===== src/rtl/core/csc_pkg.sv =====
// Shared types, constants and the microcode program of the calibrated step counter.
// Used by every module and interface of the block; depends on nothing else.
`default_nettype none

package csc_pkg;

	// Sample and magnitude widths
	localparam int ACCEL_BITS     = 16;
	localparam int MUL_W          = ACCEL_BITS + 1;
	localparam int PROD_W         = 2 * ACCEL_BITS;
	localparam int RAD_W          = 2 * ACCEL_BITS;
	localparam int ROOT_W         = ACCEL_BITS;
	localparam int COUNT_W        = 16;
	localparam int MAG_MAX        = 46340;
	localparam int MAX_WINDOW_DEF = 64;

	localparam logic signed [ACCEL_BITS-1:0] ACCEL_POS_MAX = {1'b0, {(ACCEL_BITS-1){1'b1}}};
	localparam logic signed [ACCEL_BITS-1:0] ACCEL_NEG_MAX = {1'b1, {(ACCEL_BITS-1){1'b0}}};

	// Configuration port
	localparam int CAL_W      = 16;
	localparam int WL_W       = 7;
	localparam int CFG_IDX_W  = 1;
	localparam int CFG_DATA_W = 16;

	localparam logic [CFG_IDX_W-1:0] CFG_CAL_SAMPLES = 1'b0;
	localparam logic [CFG_IDX_W-1:0] CFG_WINDOW_LEN  = 1'b1;

	localparam logic [CAL_W-1:0] CAL_SAMPLES_RST = 16'd500;
	localparam logic [WL_W-1:0]  WINDOW_LEN_RST  = 7'd25;

	// Multiplier operand select
	localparam logic [2:0] MS_NONE = 3'd0;
	localparam logic [2:0] MS_X    = 3'd1;
	localparam logic [2:0] MS_Y    = 3'd2;
	localparam logic [2:0] MS_MINX = 3'd3;
	localparam logic [2:0] MS_MINY = 3'd4;
	localparam logic [2:0] MS_MAXX = 3'd5;
	localparam logic [2:0] MS_MAXY = 3'd6;
	localparam logic [2:0] MS_THR  = 3'd7;

	// Accumulator operation
	localparam logic [1:0] ACC_HOLD = 2'd0;
	localparam logic [1:0] ACC_LOAD = 2'd1;
	localparam logic [1:0] ACC_ADD  = 2'd2;

	// Datapath action
	localparam logic [2:0] ACT_NOP     = 3'd0;
	localparam logic [2:0] ACT_TRACK   = 3'd1;
	localparam logic [2:0] ACT_SQRT    = 3'd2;
	localparam logic [2:0] ACT_SAVE_LO = 3'd3;
	localparam logic [2:0] ACT_SET_THR = 3'd4;
	localparam logic [2:0] ACT_WIN_ADD = 3'd5;
	localparam logic [2:0] ACT_DECIDE  = 3'd6;
	localparam logic [2:0] ACT_EMIT    = 3'd7;

	// Jump conditions
	localparam logic [2:0] CND_NEVER     = 3'd0;
	localparam logic [2:0] CND_ALWAYS    = 3'd1;
	localparam logic [2:0] CND_NO_ITEM   = 3'd2;
	localparam logic [2:0] CND_RUNNING   = 3'd3;
	localparam logic [2:0] CND_CAL_OPEN  = 3'd4;
	localparam logic [2:0] CND_SQRT_BUSY = 3'd5;
	localparam logic [2:0] CND_WIN_OPEN  = 3'd6;
	localparam logic [2:0] CND_OUT_FULL  = 3'd7;

	// Program addresses; fall-through goes to the next address
	localparam int UPC_W = 5;
	localparam logic [UPC_W-1:0] UA_IDLE      = 5'd0;
	localparam logic [UPC_W-1:0] UA_DISPATCH  = 5'd1;
	localparam logic [UPC_W-1:0] UA_TRACK     = 5'd2;
	localparam logic [UPC_W-1:0] UA_CAL_CHECK = 5'd3;
	localparam logic [UPC_W-1:0] UA_LO_MULX   = 5'd4;
	localparam logic [UPC_W-1:0] UA_LO_MULY   = 5'd5;
	localparam logic [UPC_W-1:0] UA_LO_SUM    = 5'd6;
	localparam logic [UPC_W-1:0] UA_LO_SQRT   = 5'd7;
	localparam logic [UPC_W-1:0] UA_LO_WAIT   = 5'd8;
	localparam logic [UPC_W-1:0] UA_HI_MULX   = 5'd9;
	localparam logic [UPC_W-1:0] UA_HI_MULY   = 5'd10;
	localparam logic [UPC_W-1:0] UA_HI_SUM    = 5'd11;
	localparam logic [UPC_W-1:0] UA_HI_SQRT   = 5'd12;
	localparam logic [UPC_W-1:0] UA_HI_WAIT   = 5'd13;
	localparam logic [UPC_W-1:0] UA_SET_THR   = 5'd14;
	localparam logic [UPC_W-1:0] UA_MAG_MULX  = 5'd15;
	localparam logic [UPC_W-1:0] UA_MAG_MULY  = 5'd16;
	localparam logic [UPC_W-1:0] UA_MAG_SUM   = 5'd17;
	localparam logic [UPC_W-1:0] UA_MAG_SQRT  = 5'd18;
	localparam logic [UPC_W-1:0] UA_MAG_WAIT  = 5'd19;
	localparam logic [UPC_W-1:0] UA_WIN_ADD   = 5'd20;
	localparam logic [UPC_W-1:0] UA_WIN_CHECK = 5'd21;
	localparam logic [UPC_W-1:0] UA_DECIDE    = 5'd22;
	localparam logic [UPC_W-1:0] UA_EMIT      = 5'd31;

	typedef struct packed {
		logic [2:0]       mul_sel;
		logic [1:0]       acc_op;
		logic [2:0]       act;
		logic [2:0]       cond;
		logic [UPC_W-1:0] target;
	} ucode_t;

	typedef struct packed {
		logic item_valid;
		logic running;
		logic cal_open;
		logic sqrt_busy;
		logic win_open;
		logic out_full;
	} seq_stat_t;

	function automatic ucode_t uc(input logic [2:0] ms, input logic [1:0] ao,
			input logic [2:0] ac, input logic [2:0] cn, input logic [UPC_W-1:0] tg);
		ucode_t w;
		w.mul_sel = ms;
		w.acc_op  = ao;
		w.act     = ac;
		w.cond    = cn;
		w.target  = tg;
		return w;
	endfunction

	// Control store: one word per step
	function automatic ucode_t csc_ucode(input logic [UPC_W-1:0] addr);
		ucode_t w;
		case (addr)
			UA_IDLE:      w = uc(MS_NONE, ACC_HOLD, ACT_NOP,     CND_NO_ITEM,   UA_IDLE);
			UA_DISPATCH:  w = uc(MS_NONE, ACC_HOLD, ACT_NOP,     CND_RUNNING,   UA_MAG_MULX);
			UA_TRACK:     w = uc(MS_NONE, ACC_HOLD, ACT_TRACK,   CND_NEVER,     UA_IDLE);
			UA_CAL_CHECK: w = uc(MS_NONE, ACC_HOLD, ACT_NOP,     CND_CAL_OPEN,  UA_EMIT);
			UA_LO_MULX:   w = uc(MS_MINX, ACC_HOLD, ACT_NOP,     CND_NEVER,     UA_IDLE);
			UA_LO_MULY:   w = uc(MS_MINY, ACC_LOAD, ACT_NOP,     CND_NEVER,     UA_IDLE);
			UA_LO_SUM:    w = uc(MS_NONE, ACC_ADD,  ACT_NOP,     CND_NEVER,     UA_IDLE);
			UA_LO_SQRT:   w = uc(MS_NONE, ACC_HOLD, ACT_SQRT,    CND_NEVER,     UA_IDLE);
			UA_LO_WAIT:   w = uc(MS_NONE, ACC_HOLD, ACT_NOP,     CND_SQRT_BUSY, UA_LO_WAIT);
			UA_HI_MULX:   w = uc(MS_MAXX, ACC_HOLD, ACT_SAVE_LO, CND_NEVER,     UA_IDLE);
			UA_HI_MULY:   w = uc(MS_MAXY, ACC_LOAD, ACT_NOP,     CND_NEVER,     UA_IDLE);
			UA_HI_SUM:    w = uc(MS_NONE, ACC_ADD,  ACT_NOP,     CND_NEVER,     UA_IDLE);
			UA_HI_SQRT:   w = uc(MS_NONE, ACC_HOLD, ACT_SQRT,    CND_NEVER,     UA_IDLE);
			UA_HI_WAIT:   w = uc(MS_NONE, ACC_HOLD, ACT_NOP,     CND_SQRT_BUSY, UA_HI_WAIT);
			UA_SET_THR:   w = uc(MS_NONE, ACC_HOLD, ACT_SET_THR, CND_ALWAYS,    UA_EMIT);
			UA_MAG_MULX:  w = uc(MS_X,    ACC_HOLD, ACT_NOP,     CND_NEVER,     UA_IDLE);
			UA_MAG_MULY:  w = uc(MS_Y,    ACC_LOAD, ACT_NOP,     CND_NEVER,     UA_IDLE);
			UA_MAG_SUM:   w = uc(MS_NONE, ACC_ADD,  ACT_NOP,     CND_NEVER,     UA_IDLE);
			UA_MAG_SQRT:  w = uc(MS_NONE, ACC_HOLD, ACT_SQRT,    CND_NEVER,     UA_IDLE);
			UA_MAG_WAIT:  w = uc(MS_NONE, ACC_HOLD, ACT_NOP,     CND_SQRT_BUSY, UA_MAG_WAIT);
			UA_WIN_ADD:   w = uc(MS_THR,  ACC_HOLD, ACT_WIN_ADD, CND_NEVER,     UA_IDLE);
			UA_WIN_CHECK: w = uc(MS_NONE, ACC_HOLD, ACT_NOP,     CND_WIN_OPEN,  UA_EMIT);
			UA_DECIDE:    w = uc(MS_NONE, ACC_HOLD, ACT_DECIDE,  CND_ALWAYS,    UA_EMIT);
			UA_EMIT:      w = uc(MS_NONE, ACC_HOLD, ACT_EMIT,    CND_OUT_FULL,  UA_EMIT);
			default:      w = uc(MS_NONE, ACC_HOLD, ACT_NOP,     CND_ALWAYS,    UA_IDLE);
		endcase
		return w;
	endfunction

endpackage

`default_nettype wire


===== src/rtl/core/csc_sample_if.sv =====
// Input channel of the step counter: one X/Y accelerometer sample per item.
// Depends on csc_pkg for the sample width.
`default_nettype none

interface csc_sample_if;
	logic                                   valid;
	logic                                   ready;
	logic signed [csc_pkg::ACCEL_BITS-1:0] accel_x;
	logic signed [csc_pkg::ACCEL_BITS-1:0] accel_y;

	modport source (output valid, output accel_x, output accel_y, input ready);
	modport sink   (input valid, input accel_x, input accel_y, output ready);
endinterface

`default_nettype wire


===== src/rtl/core/csc_result_if.sv =====
// Output channel of the step counter: one result item per sample.
// Depends on csc_pkg for the field widths.
`default_nettype none

interface csc_result_if;
	logic                           valid;
	logic                           ready;
	logic [csc_pkg::COUNT_W-1:0]    step_count;
	logic                           step_taken;
	logic                           calibrating;
	logic [csc_pkg::ROOT_W-1:0]     threshold;

	modport source (output valid, output step_count, output step_taken,
		output calibrating, output threshold, input ready);
	modport sink   (input valid, input step_count, input step_taken,
		input calibrating, input threshold, output ready);
endinterface

`default_nettype wire


===== src/rtl/core/csc_sqrt.sv =====
// Iterative integer square root, one result bit per cycle (floored root).
// Depends on csc_pkg for the radicand and root widths.
`default_nettype none

module csc_sqrt (
	input  wire logic                         clk,
	input  wire logic                         arst_n,
	input  wire logic                         go,
	input  wire logic [csc_pkg::RAD_W-1:0]    radicand,
	output logic                              busy,
	output logic [csc_pkg::ROOT_W-1:0]        root
);

	localparam int RAD_W  = csc_pkg::RAD_W;
	localparam int ROOT_W = csc_pkg::ROOT_W;
	localparam int REM_W  = ROOT_W + 4;
	localparam int CNT_W  = $clog2(ROOT_W);

	logic [RAD_W-1:0]  rad_q;
	logic [REM_W-1:0]  rem_q;
	logic [ROOT_W-1:0] root_q;
	logic [CNT_W-1:0]  cnt_q;
	logic              busy_q;

	logic [REM_W-1:0]  rem_sh;
	logic [REM_W-1:0]  trial;
	logic              fits;

	// Bring down the next two radicand bits and try a one digit
	always_comb begin
		rem_sh = {rem_q[REM_W-3:0], rad_q[RAD_W-1 -: 2]};
		trial  = REM_W'({root_q, 2'b01});
		fits   = rem_sh >= trial;
	end

	// Control: start on go, count down the digits
	always_ff @(posedge clk or negedge arst_n) begin
		if (!arst_n) begin
			busy_q <= 1'b0;
			cnt_q  <= '0;
		end else if (go) begin
			busy_q <= 1'b1;
			cnt_q  <= CNT_W'(ROOT_W - 1);
		end else if (busy_q) begin
			if (cnt_q == '0) begin
				busy_q <= 1'b0;
			end
			cnt_q <= cnt_q - 1'b1;
		end
	end

	// Datapath: restoring digit recurrence
	always_ff @(posedge clk) begin
		if (go) begin
			rad_q  <= radicand;
			rem_q  <= '0;
			root_q <= '0;
		end else if (busy_q) begin
			rad_q <= rad_q << 2;
			if (fits) begin
				rem_q  <= rem_sh - trial;
				root_q <= {root_q[ROOT_W-2:0], 1'b1};
			end else begin
				rem_q  <= rem_sh;
				root_q <= {root_q[ROOT_W-2:0], 1'b0};
			end
		end
	end

	assign busy = busy_q;
	assign root = root_q;

endmodule

`default_nettype wire


===== src/rtl/core/csc_sequencer.sv =====
// Microcode sequencer: step counter, control store lookup and conditional jumps.
// Depends on csc_pkg for the program and the control and status structs.
`default_nettype none

module csc_sequencer (
	input  wire logic               clk,
	input  wire logic               arst_n,
	input  wire csc_pkg::seq_stat_t stat,
	output csc_pkg::ucode_t         ctrl,
	output logic                    ready
);

	logic [csc_pkg::UPC_W-1:0] pc_q;
	csc_pkg::ucode_t           word;
	logic                      take;

	// Fetch the control word of the current step
	assign word = csc_pkg::csc_ucode(pc_q);

	// Evaluate the jump condition
	always_comb begin
		case (word.cond)
			csc_pkg::CND_NEVER:     take = 1'b0;
			csc_pkg::CND_ALWAYS:    take = 1'b1;
			csc_pkg::CND_NO_ITEM:   take = !stat.item_valid;
			csc_pkg::CND_RUNNING:   take = stat.running;
			csc_pkg::CND_CAL_OPEN:  take = stat.cal_open;
			csc_pkg::CND_SQRT_BUSY: take = stat.sqrt_busy;
			csc_pkg::CND_WIN_OPEN:  take = stat.win_open;
			csc_pkg::CND_OUT_FULL:  take = stat.out_full;
			default:                take = 1'b0;
		endcase
	end

	// Advance or jump
	always_ff @(posedge clk or negedge arst_n) begin
		if (!arst_n) begin
			pc_q <= csc_pkg::UA_IDLE;
		end else if (take) begin
			pc_q <= word.target;
		end else begin
			pc_q <= pc_q + 1'b1;
		end
	end

	assign ctrl  = word;
	assign ready = pc_q == csc_pkg::UA_IDLE;

`ifndef SYNTHESIS
	a_idle_holds: assert property (@(posedge clk) disable iff (!arst_n)
		(pc_q == csc_pkg::UA_IDLE && !stat.item_valid) |=> pc_q == csc_pkg::UA_IDLE)
		else $error("sequencer left idle without an item");
`endif

endmodule

`default_nettype wire


===== src/rtl/core/csc_datapath.sv =====
// Datapath of the step counter: sample latch, shared multiplier, accumulator,
// calibration and window state, configuration registers and result register.
// Depends on csc_pkg and csc_sqrt.
`default_nettype none

module csc_datapath #(
	parameter int MAX_WINDOW = csc_pkg::MAX_WINDOW_DEF
) (
	input  wire logic                                  clk,
	input  wire logic                                  arst_n,
	input  wire csc_pkg::ucode_t                       ctrl,
	input  wire logic                                  sample_valid,
	input  wire logic                                  accept,
	input  wire logic signed [csc_pkg::ACCEL_BITS-1:0] accel_x,
	input  wire logic signed [csc_pkg::ACCEL_BITS-1:0] accel_y,
	input  wire logic                                  cfg_we,
	input  wire logic [csc_pkg::CFG_IDX_W-1:0]         cfg_index,
	input  wire logic [csc_pkg::CFG_DATA_W-1:0]        cfg_wdata,
	output csc_pkg::seq_stat_t                         stat,
	input  wire logic                                  out_ready,
	output logic                                       out_valid,
	output logic [csc_pkg::COUNT_W-1:0]                step_count,
	output logic                                       step_taken,
	output logic                                       calibrating,
	output logic [csc_pkg::ROOT_W-1:0]                 threshold
);

	localparam int AB     = csc_pkg::ACCEL_BITS;
	localparam int MUL_W  = csc_pkg::MUL_W;
	localparam int PROD_W = csc_pkg::PROD_W;
	localparam int RAD_W  = csc_pkg::RAD_W;
	localparam int ROOT_W = csc_pkg::ROOT_W;
	localparam int CNT_W  = csc_pkg::COUNT_W;
	localparam int CAL_W  = csc_pkg::CAL_W;
	localparam int WL_W   = csc_pkg::WL_W;
	localparam int LEN_W  = $clog2(MAX_WINDOW + 1);
	localparam int CMP_W  = (WL_W > LEN_W) ? WL_W : LEN_W;
	localparam int SUM_W  = $clog2(MAX_WINDOW * csc_pkg::MAG_MAX + 1);

	// Configuration registers
	logic [CAL_W-1:0] cal_samples_q;
	logic [WL_W-1:0]  win_len_q;

	// Item and calibration state
	logic signed [AB-1:0] x_q, y_q;
	logic signed [AB-1:0] min_x_q, max_x_q, min_y_q, max_y_q;
	logic                 in_cal_q;
	logic [CAL_W-1:0]     cal_cnt_q;
	logic [ROOT_W-1:0]    thr_q;
	logic [ROOT_W-1:0]    lo_q;

	// Arithmetic
	logic signed [MUL_W-1:0]   mul_a, mul_b;
	logic signed [2*MUL_W-1:0] mul_full;
	logic [PROD_W-1:0]         prod_q;
	logic [RAD_W-1:0]          acc_q;

	// Window state
	logic [SUM_W-1:0]  sum_q;
	logic [LEN_W-1:0]  fill_q;
	logic [CNT_W-1:0]  steps_q;
	logic              step_q;

	// Result register
	logic              out_valid_q;
	logic [CNT_W-1:0]  out_count_q;
	logic              out_step_q;
	logic              out_cal_q;
	logic [ROOT_W-1:0] out_thr_q;

	logic              sqrt_busy;
	logic [ROOT_W-1:0] root;
	logic [CAL_W-1:0]  need;
	logic [CMP_W-1:0]  wl_ext, len_c;
	logic [LEN_W-1:0]  len;
	logic [ROOT_W:0]   thr_sum;
	logic              out_full;
	logic              emit_load;

	csc_sqrt u_sqrt (
		.clk      (clk),
		.arst_n   (arst_n),
		.go       (ctrl.act == csc_pkg::ACT_SQRT),
		.radicand (acc_q),
		.busy     (sqrt_busy),
		.root     (root)
	);

	// Effective calibration and window lengths
	always_comb begin
		need   = (cal_samples_q == '0) ? CAL_W'(1) : cal_samples_q;
		wl_ext = CMP_W'(win_len_q);
		if (wl_ext == '0) begin
			len_c = CMP_W'(1);
		end else if (wl_ext > CMP_W'(MAX_WINDOW)) begin
			len_c = CMP_W'(MAX_WINDOW);
		end else begin
			len_c = wl_ext;
		end
		len     = len_c[LEN_W-1:0];
		thr_sum = (ROOT_W + 1)'(lo_q) + (ROOT_W + 1)'(root);
	end

	// Select multiplier operands: squares of coordinates, or threshold times length
	always_comb begin
		case (ctrl.mul_sel)
			csc_pkg::MS_X:    begin mul_a = MUL_W'(x_q);     mul_b = MUL_W'(x_q);     end
			csc_pkg::MS_Y:    begin mul_a = MUL_W'(y_q);     mul_b = MUL_W'(y_q);     end
			csc_pkg::MS_MINX: begin mul_a = MUL_W'(min_x_q); mul_b = MUL_W'(min_x_q); end
			csc_pkg::MS_MINY: begin mul_a = MUL_W'(min_y_q); mul_b = MUL_W'(min_y_q); end
			csc_pkg::MS_MAXX: begin mul_a = MUL_W'(max_x_q); mul_b = MUL_W'(max_x_q); end
			csc_pkg::MS_MAXY: begin mul_a = MUL_W'(max_y_q); mul_b = MUL_W'(max_y_q); end
			csc_pkg::MS_THR: begin
				mul_a = signed'(MUL_W'(thr_q));
				mul_b = signed'(MUL_W'(len));
			end
			default: begin mul_a = '0; mul_b = '0; end
		endcase
		mul_full = mul_a * mul_b;
	end

	assign out_full  = out_valid_q && !out_ready;
	assign emit_load = (ctrl.act == csc_pkg::ACT_EMIT) && !out_full;

	// Configuration writes
	always_ff @(posedge clk or negedge arst_n) begin
		if (!arst_n) begin
			cal_samples_q <= csc_pkg::CAL_SAMPLES_RST;
			win_len_q     <= csc_pkg::WINDOW_LEN_RST;
		end else if (cfg_we) begin
			case (cfg_index)
				csc_pkg::CFG_CAL_SAMPLES: cal_samples_q <= cfg_wdata[CAL_W-1:0];
				csc_pkg::CFG_WINDOW_LEN:  win_len_q     <= cfg_wdata[WL_W-1:0];
				default: ;
			endcase
		end
	end

	// Payload: sample latch, product and accumulator
	always_ff @(posedge clk) begin
		if (accept) begin
			x_q <= accel_x;
			y_q <= accel_y;
		end
		if (ctrl.mul_sel != csc_pkg::MS_NONE) begin
			prod_q <= mul_full[PROD_W-1:0];
		end
		case (ctrl.acc_op)
			csc_pkg::ACC_LOAD: acc_q <= prod_q;
			csc_pkg::ACC_ADD:  acc_q <= acc_q + prod_q;
			default: ;
		endcase
		if (ctrl.act == csc_pkg::ACT_SAVE_LO) begin
			lo_q <= root;
		end
	end

	// Calibration tracking, threshold, window and step count
	always_ff @(posedge clk or negedge arst_n) begin
		if (!arst_n) begin
			in_cal_q  <= 1'b1;
			cal_cnt_q <= '0;
			min_x_q   <= csc_pkg::ACCEL_POS_MAX;
			min_y_q   <= csc_pkg::ACCEL_POS_MAX;
			max_x_q   <= csc_pkg::ACCEL_NEG_MAX;
			max_y_q   <= csc_pkg::ACCEL_NEG_MAX;
			thr_q     <= '0;
			sum_q     <= '0;
			fill_q    <= '0;
			steps_q   <= '0;
			step_q    <= 1'b0;
		end else begin
			if (accept) begin
				step_q <= 1'b0;
			end
			case (ctrl.act)
				csc_pkg::ACT_TRACK: begin
					if (x_q > max_x_q) max_x_q <= x_q;
					if (x_q < min_x_q) min_x_q <= x_q;
					if (y_q > max_y_q) max_y_q <= y_q;
					if (y_q < min_y_q) min_y_q <= y_q;
					if (cal_cnt_q != '1) begin
						cal_cnt_q <= cal_cnt_q + 1'b1;
					end
				end
				csc_pkg::ACT_SET_THR: begin
					thr_q    <= thr_sum[ROOT_W:1];
					in_cal_q <= 1'b0;
				end
				csc_pkg::ACT_WIN_ADD: begin
					sum_q  <= sum_q + SUM_W'(root);
					fill_q <= fill_q + 1'b1;
				end
				csc_pkg::ACT_DECIDE: begin
					if (PROD_W'(sum_q) >= prod_q) begin
						step_q <= 1'b1;
						if (steps_q != '1) begin
							steps_q <= steps_q + 1'b1;
						end
					end
					sum_q  <= '0;
					fill_q <= '0;
				end
				default: ;
			endcase
		end
	end

	// Result register: load on emit, drop when taken
	always_ff @(posedge clk or negedge arst_n) begin
		if (!arst_n) begin
			out_valid_q <= 1'b0;
		end else if (emit_load) begin
			out_valid_q <= 1'b1;
		end else if (out_ready) begin
			out_valid_q <= 1'b0;
		end
	end

	always_ff @(posedge clk) begin
		if (emit_load) begin
			out_count_q <= steps_q;
			out_step_q  <= step_q;
			out_cal_q   <= in_cal_q;
			out_thr_q   <= thr_q;
		end
	end

	// Status back to the sequencer
	always_comb begin
		stat.item_valid = sample_valid;
		stat.running    = !in_cal_q;
		stat.cal_open   = cal_cnt_q < need;
		stat.sqrt_busy  = sqrt_busy;
		stat.win_open   = fill_q < len;
		stat.out_full   = out_full;
	end

	assign out_valid   = out_valid_q;
	assign step_count  = out_count_q;
	assign step_taken  = out_step_q;
	assign calibrating = out_cal_q;
	assign threshold   = out_thr_q;

`ifndef SYNTHESIS
	a_sqrt_free: assert property (@(posedge clk) disable iff (!arst_n)
		(ctrl.act == csc_pkg::ACT_SQRT) |-> !sqrt_busy)
		else $error("square root started while busy");

	a_thr_frozen: assert property (@(posedge clk) disable iff (!arst_n)
		!$past(in_cal_q) |-> ($stable(thr_q) && !in_cal_q))
		else $error("threshold changed after calibration");

	a_emit_only: assert property (@(posedge clk) disable iff (!arst_n)
		$rose(out_valid_q) |-> $past(ctrl.act == csc_pkg::ACT_EMIT))
		else $error("result raised outside the emit step");

	a_window_clear: assert property (@(posedge clk) disable iff (!arst_n)
		(ctrl.act == csc_pkg::ACT_DECIDE) |=> (sum_q == '0 && fill_q == '0))
		else $error("window not cleared after a decision");
`endif

endmodule

`default_nettype wire


===== src/rtl/core/calibrated_step_counter.sv =====
// Calibrated step counter: top level, sequencer plus datapath.
// Depends on csc_pkg, csc_sample_if, csc_result_if, csc_sequencer, csc_datapath.
//
// Usage:
//   sample: valid/ready channel, one signed X/Y accelerometer sample per item.
//   result: valid/ready channel, exactly one item per sample (step_count,
//     step_taken, calibrating, threshold).
//   cfg_we/cfg_index/cfg_wdata: write-only registers, index 0 calibration
//     length, index 1 window length; write only while the block is idle.
// A calibration sample only updates the trackers and the sample count; the
// sample that ends calibration computes two magnitudes, and a counting sample
// one, followed by a decision step when it closes a window. Each magnitude
// waits on the 16-step iterative square root. Samples are taken one at a
// time: no new sample is accepted until the last one has left its emit step.
// The result sits in an output register; the next sample is accepted while it
// waits. A stalled receiver holds the sequencer in its emit step until the
// register frees, and no sample is taken meanwhile.
// Reset (arst_n low) returns to calibration with the register defaults, the
// min/max trackers at their extremes, and zero threshold, window and count.
`default_nettype none

module calibrated_step_counter #(
	parameter int MAX_WINDOW = csc_pkg::MAX_WINDOW_DEF
) (
	input  wire logic                           clk,
	input  wire logic                           arst_n,
	csc_sample_if.sink                          sample,
	csc_result_if.source                        result,
	input  wire logic                           cfg_we,
	input  wire logic [csc_pkg::CFG_IDX_W-1:0]  cfg_index,
	input  wire logic [csc_pkg::CFG_DATA_W-1:0] cfg_wdata
);

	csc_pkg::ucode_t    ctrl;
	csc_pkg::seq_stat_t stat;
	logic               seq_ready;
	logic               accept;

	assign sample.ready = seq_ready;
	assign accept       = sample.valid && seq_ready;

	csc_sequencer u_seq (
		.clk    (clk),
		.arst_n (arst_n),
		.stat   (stat),
		.ctrl   (ctrl),
		.ready  (seq_ready)
	);

	csc_datapath #(
		.MAX_WINDOW (MAX_WINDOW)
	) u_dp (
		.clk          (clk),
		.arst_n       (arst_n),
		.ctrl         (ctrl),
		.sample_valid (sample.valid),
		.accept       (accept),
		.accel_x      (sample.accel_x),
		.accel_y      (sample.accel_y),
		.cfg_we       (cfg_we),
		.cfg_index    (cfg_index),
		.cfg_wdata    (cfg_wdata),
		.stat         (stat),
		.out_ready    (result.ready),
		.out_valid    (result.valid),
		.step_count   (result.step_count),
		.step_taken   (result.step_taken),
		.calibrating  (result.calibrating),
		.threshold    (result.threshold)
	);

endmodule

`default_nettype wire


===== src/flat_wrapper.sv =====
// flat-port wrapper written by rule: the top's interface ports become plain ports
module calibrated_step_counter_flat 
#(
	parameter int MAX_WINDOW = csc_pkg::MAX_WINDOW_DEF
)
  (clk, arst_n, cfg_we, cfg_index, cfg_wdata, sample_valid, sample_accel_x, sample_accel_y, sample_ready, result_valid, result_step_count, result_step_taken, result_calibrating, result_threshold, result_ready);
  csc_sample_if sample_i ();
  csc_result_if result_i ();
  input  wire logic clk;
  input  wire logic arst_n;
  input  wire logic cfg_we;
  input  wire logic [csc_pkg::CFG_IDX_W-1:0] cfg_index;
  input  wire logic [csc_pkg::CFG_DATA_W-1:0] cfg_wdata;
  input wire logic [$bits(sample_i.valid)-1:0] sample_valid;
  input wire logic [$bits(sample_i.accel_x)-1:0] sample_accel_x;
  input wire logic [$bits(sample_i.accel_y)-1:0] sample_accel_y;
  output wire logic [$bits(sample_i.ready)-1:0] sample_ready;
  output wire logic [$bits(result_i.valid)-1:0] result_valid;
  output wire logic [$bits(result_i.step_count)-1:0] result_step_count;
  output wire logic [$bits(result_i.step_taken)-1:0] result_step_taken;
  output wire logic [$bits(result_i.calibrating)-1:0] result_calibrating;
  output wire logic [$bits(result_i.threshold)-1:0] result_threshold;
  input wire logic [$bits(result_i.ready)-1:0] result_ready;
  assign sample_i.valid = sample_valid;
  assign sample_i.accel_x = sample_accel_x;
  assign sample_i.accel_y = sample_accel_y;
  assign sample_ready = sample_i.ready;
  assign result_valid = result_i.valid;
  assign result_step_count = result_i.step_count;
  assign result_step_taken = result_i.step_taken;
  assign result_calibrating = result_i.calibrating;
  assign result_threshold = result_i.threshold;
  assign result_i.ready = result_ready;
  calibrated_step_counter #(.MAX_WINDOW(MAX_WINDOW)) u_core (.clk(clk), .arst_n(arst_n), .sample(sample_i), .result(result_i), .cfg_we(cfg_we), .cfg_index(cfg_index), .cfg_wdata(cfg_wdata));
endmodule

===== config.mk =====
export PLATFORM = sky130hd
export DESIGN_NAME = calibrated_step_counter_flat
export DESIGN_NICKNAME = d
export VERILOG_FILES = /design/src/rtl/core/csc_pkg.sv /design/src/rtl/core/csc_sample_if.sv /design/src/rtl/core/csc_result_if.sv /design/src/rtl/core/csc_sqrt.sv /design/src/rtl/core/csc_sequencer.sv /design/src/rtl/core/csc_datapath.sv /design/src/rtl/core/calibrated_step_counter.sv /design/src/flat_wrapper.sv
export SDC_FILE = /design/constraint.sdc
export NUM_CORES = 2
export LEC_CHECK = 0
export ABC_AREA = 0
export BUFFER_PORTS_ARGS = -buffer_cell sky130_fd_sc_hd__buf_2
export CAP_MARGIN = 5
export CORE_ASPECT_RATIO = 2
export CORE_UTILIZATION = 49
export CTS_BUF_LIST = sky130_fd_sc_hd__clkbuf_2 sky130_fd_sc_hd__clkbuf_4 sky130_fd_sc_hd__clkbuf_8
export DETAILED_ROUTE_END_ITERATION = 8
export GPL_TIMING_DRIVEN = 0
export PLACE_DENSITY = 0.65
export SLEW_MARGIN = 25
export SYNTH_ARGS = -nofsm -noshare
export SYNTH_HDL_FRONTEND = slang
export SYNTH_SLANG_ARGS = --single-unit
export TNS_END_PERCENT = 10

===== constraint.sdc =====
create_clock -name clk -period 21.4 [get_ports clk]
set_input_delay 4.28 -clock clk [delete_from_list [all_inputs] [get_ports clk]]
set_output_delay 4.28 -clock clk [all_outputs]
set_load 0.02 [all_outputs]

* Yosys cells after proc, flatten, opt, wreduce, memory -nomap -nowiden *
Memory sizes are Yosys's and may differ from the RTL's.
Cells that the tools add are included.

word-level totals
  flip-flop bits (word level) = 389
  latch bits = 0
  RAM bits = 0
  memory bits (read-only) = 512
  bits of input ports = 54
  output and inout bits = 36
  word-level logic and storage cells = 124
  memories = 1

cells by class
  $add $sub $neg = 9
  multiply operators = 1
  div/mod/pow operators = 0
  order comparisons = 9
  equality and inequality tests = 25
  shift operators = 0
  muxes and demuxes = 24
  bitwise operators = 1
  reduce and logical (&&, ||, !) cells = 25

memories
  name             depth  width  read ports  clocked after Yosys merged registers in  write ports  RTL line        RTL
  (no name shown)  32     16     1           0                                        0            csc_pkg.sv:125  case (addr)

operators by type and width
  cell                                                  count
  case mux 17 bit (7 select lines)                      2
  two-way mux 32 bit                                    2
  case mux 32 bit (2 select lines)                      1
  less-than comparator 16 bit                           3
  case mux 22 bit (2 select lines)                      1
  equality test 3 bit (second input constant)           12
  adder 16 x 1 -> 16 bit (second input constant)        2
  adder 32 bit                                          1
  greater-or-equal comparator 22 x 32 -> 1 bit          1
  > comparator 16 bit                                   2
  multiplier 17 x 17 -> 32 bit                          1
  != test 16 bit (second input constant)                2
  adder 22 x 16 -> 22 bit                               1
  greater-or-equal comparator 20 x 18 -> 1 bit          1
  equality test 3 x 2 -> 1 bit (second input constant)  6
  two-way mux 18 bit                                    1
  subtractor 18 bit                                     1
  adder 16 x 16 -> 17 bit                               1
  zero test 16 bit                                      1
  two-way mux 16 bit                                    1
  two-way mux 7 bit                                     2
  case mux 7 bit (2 select lines)                       1
  AND reduction 2 bit                                   7
  equality test 3 x 1 -> 1 bit (second input constant)  3
  21 further kinds                                      38

* Logic depth before layout (Yosys ltp) *
  word-level depth = 6
  gate-level depth with buffers = 39
  gate-level depth less buffers = 35

* Cells and area by module *
A second synthesis with hierarchy kept.

second synthesis, totals
  cell total of the unflattened synthesis = 3358
  area total of the unflattened synthesis = 33069.2 µm²

modules (own cells, without submodules)
  module                   instances  cells an instance  area each (µm²)  seq. area each (µm²)
  csc_datapath             1          2879               28357.2          8615.8
  csc_sqrt                 1          371                3901.2           1766.7
  csc_sequencer            1          107                804.5            125.1
  calibrated_step_counter  1          1                  6.3              0.0

* Least setup slack after synthesis *
No wires, ideal clock.

  kind = reg-to-reg
  start point = register u_core.u_seq.pc_q[1] (netlist bit)
  end point = register u_core.u_dp.prod_q[31], data pin
  library setup time = 0.260 ns
  data arrival time = 7.795 ns
  data required time = 21.140 ns
  setup slack = 13.345 ns
  stages on the path, launching flop included = 38
  path buffers = 4
  period minus slack after synthesis = 8.055 ns
  path through = dfrtp_1 inv_1 ha_1 nor2b_1 nand2_1 a21oi_1 a31oi_1 buf_2 and2_1 buf_2 buf_2 nand2_1 o21ai_0 a22oi_1 a21boi_2 buf_2 nor2_1 fa_1 (+2 left out) fa_1 fa_1 inv_1 fa_1 inv_1 fa_1 inv_1 ha_1 a21oi_1 o21ai_0 a221oi_1 a211o_1 a31oi_1 o21a_1 a21bo_2 a21o_1 a21oi_1 xnor2_1

on the way
  longest elaborated chain between the ends = 4
  elaborated cells on any way between the ends = 11
  those cells by class = mul: 1; eq/ne: 7; mux: 2; memory: 1

RTL lines
  what                                         RTL line             RTL
  from (decl)                                  csc_sequencer.sv:13  logic [csc_pkg::UPC_W-1:0] pc_q;
  from (signal assigned)                       csc_sequencer.sv:38  pc_q <= csc_pkg::UA_IDLE;
  from (signal assigned)                       csc_sequencer.sv:40  pc_q <= word.target;
  from (signal assigned)                       csc_sequencer.sv:42  pc_q <= pc_q + 1'b1;
  memory read (32 x 16 bit) *                  --
  equality test 3 bit (tied with other cells)  csc_datapath.sv:106  case (ctrl.mul_sel)
  case mux 17 bit (7 select lines)             csc_datapath.sv:106
  multiplier 17 x 17 -> 32 bit *               csc_datapath.sv:119  mul_full = mul_a * mul_b;
  net u_core.u_dp.mul_full[31]                 csc_datapath.sv:54   logic signed [2*MUL_W-1:0] mul_full;
  to (signal assigned)                         csc_datapath.sv:146  prod_q <= mul_full[PROD_W-1:0];
  to (decl)                                    csc_datapath.sv:55   logic [PROD_W-1:0] prod_q;

The timed path passes the listed nets; every way through them passes the cells marked *.
A chain may end at the register's enable or synchronous reset.

* Worst setup path in the final report *
Same ends and word-level chain as after synthesis.

==> reports/results.ini <==
[status]
run_status = finished clean

[cells_and_area]
drive_gt1_share_pct = 10.9
final_cell_mix = 508 x inv_1, 390 x nand2_1, 308 x nor2_1
fin_area_um2 = 36400
mostFrequentLayoutCell = inv_1
layoutNonFillerInstCount = 4580
fillers = 6143
areaGrowthSynthToFinish_pct = 9.52
final_nets = 4260

[clock_network]
clock_latency_ns = 0.74
cts_sinks = 389
clk_pin_slew_worst_paths_ns = 0.07
cts_buffer_depth = 3
tritoncts = yes
htree_levels = 2
cts_buffers = 59
cts_resized = 0
ctsHoldBuffers = 0
cts_setup_buffers = 0
root_buffer = clkbuf_8

[grt]
grt_remaining_overflow = 0
grt_use_total_pct = 29.7
grt_pass1_vias = 27200
grt_start_max_net_pins = 73
antenna_found_initial = 2
grt_pass1_wl_um = 152000

[logic_synthesis]
synth.avg_cell_area_um2 = 9.55
synth_area_um2 = 33200
yosys.area_share.xor_xnor_pct = 3.35
async_flop_share_pct = 45.5
yosysTopAreaCell = fa_1
yosys_warnings = 0
syn-num-nets = 4096
synth_top_family_by_area = adder cells
synth_enable_flop_cells = 178
synthSimpleGateAreaFrac_pct = 14.1
synth_compound_area_share_pct = 12.3
synth_seq_cells = 389
syn_inst = 3479
synth_top_area_share_pct = 17.2
ys_seq_area_share_pct = 31.6
synth_cell_types = 85
synthMuxAreaShare_pct = 3.79
synthAdderAreaFrac_pct = 27.7
synth.area.top_cells = fa_1 17%, edfxtp_1 16%, ha_1 10%
synth_ff_type = edfxtp_1

[routing]
ant_nets = 0
route.detailed.drc = 0
first_pass_iters = 5
via_per_inst = 5.66
drtIter0Drc = 1341
routed_wl_um = 99200
vias = 25900
wl_per_cell_um = 21.7

[setup_path]
worstSetupPathType = reg -> reg
slowest_stage = a22oi_1
required_ns = 21.87
worstPathArrival_ns = 11.38
path_max_fanout = 10
max_stage_delay_ns = 0.83
cp-end-kind = flip-flop
start_kind = flip-flop

[sta]
slew_viol_final = 0
rsz0062_at_grt = no
period_share_pct = 51.0
fin_hold_ws_ns = 0.448
tns_ns = 0
slew_headroom_pct = 30.0
finalHoldViolCount = 0
setup_viol_count_final = 0
fmax_mhz = 91.7
finClkSkew_ns = 0.0795
tightest_slew_ns = 1.05
fin_crit_ns = 10.91

[floorplan]
start_util_pct = 49.7
die_h_um = 370
die_area_um2 = 68900
io_pins = 90
rows = 134
coreArea_um2 = 66900
die_w_um = 186

[placement]
routabilityCongestion = 0.976
placedCellCount = 4466
placed_area_um2 = 35000
port_buffers = 89
hpwl_um = 79800

[min_path]
hp-class = reg -> reg

[run]
max-cap-violations = 0

## logic make-up after synthesis
kind of cell             Yosys count
AND/OR/NAND/NOR                 1028
AO/OA/AOI/OAI                    629
buffers and inverters            626
adder cells (fa/ha/maj)          563
flip-flops                       389
XOR/XNOR                         127
multiplexers                     117
## final timing paths
check | start | to | slack (ns) | cells after the start
setup reg to reg | u_core.u_seq.pc_q[1] | u_core.u_dp.prod_q[31] | 10.49 | 37
min in group asynchronous | arst_n | u_core.u_dp.max_y_q[13] | 3.48 | 1
setup / recovery | u_core.u_seq.pc_q[1] | u_core.u_dp.prod_q[31] | 10.49 | 37
max in group asynchronous | arst_n | u_core.u_dp.in_cal_q | 16.75 | 3
hold / removal | u_core.u_dp.step_q | u_core.u_dp.step_taken | 0.45 | 0
hold reg to reg | u_core.u_dp.step_q | u_core.u_dp.step_taken | 0.45 | 0
## cell usage after synthesis, types with 69 or more instances
cell        n
o21ai_0   171
dfrtp_1   135
inv_1     509
xnor2_1    76
mux2_2     69
clkbuf_1   80
ha_1      278
fa_1      285
a21oi_1   132
edfxtp_1  178
nand2_1   390
nor2_1    309
## flip-flops by register name, summed over array words and instances, names as in the netlist, 18 cells and up
register,count
u_core.u_dp.u_sqrt.rem_q,18
u_core.u_dp.prod_q,32
u_core.u_dp.sum_q,22
u_core.u_dp.acc_q,32
u_core.u_dp.u_sqrt.rad_q,32
## metrics by stage
stage          util, %  worst slack [ns]
4_1_cts           54.4             10.76
6_report          54.4             10.49
3_5_place_dp      52.3             10.84
2_1_floorplan        -             13.35
5_1_grt           54.4             10.30
3_3_place_gp      52.0             10.64
## area by class of cell
class | count | area, µm² | area share [%]
timing repair buffer | 103 | 634 | 1.74
buffer | 116 | 482 | 1.32
multi-input combinational | 2464 | 20400 | 55.9
clock buffer | 83 | 1040 | 2.85
tap | 884 | 1110 | 3.04
antenna | 2 | 5.00 | 0.0138
sequential | 389 | 10500 | 28.9
inverter | 510 | 1910 | 5.26
clock inverter | 29 | 339 | 0.932
## metal layers
metal,vias to the layer above,global-route usage [%],wire length (µm)
met3,367,3.91,4000
met5,-,0,13
met4,2,25.2,9820
li1,12000,-,-
met2,749,54.9,52900
met1,12800,28.6,32500
## critical path: cells and delay by family, from the launching register on
kind	cells	cell delay [ns]
xor+xnor	1	0.24
compound gates	12	3.76
flops	1	0.45
simple gates	6	0.85
buf+inv	10	1.50
fa+ha+maj	8	3.82
Power is not shown: default switching activity piles up to over one toggle a cycle in this logic, so the estimate is an artifact.
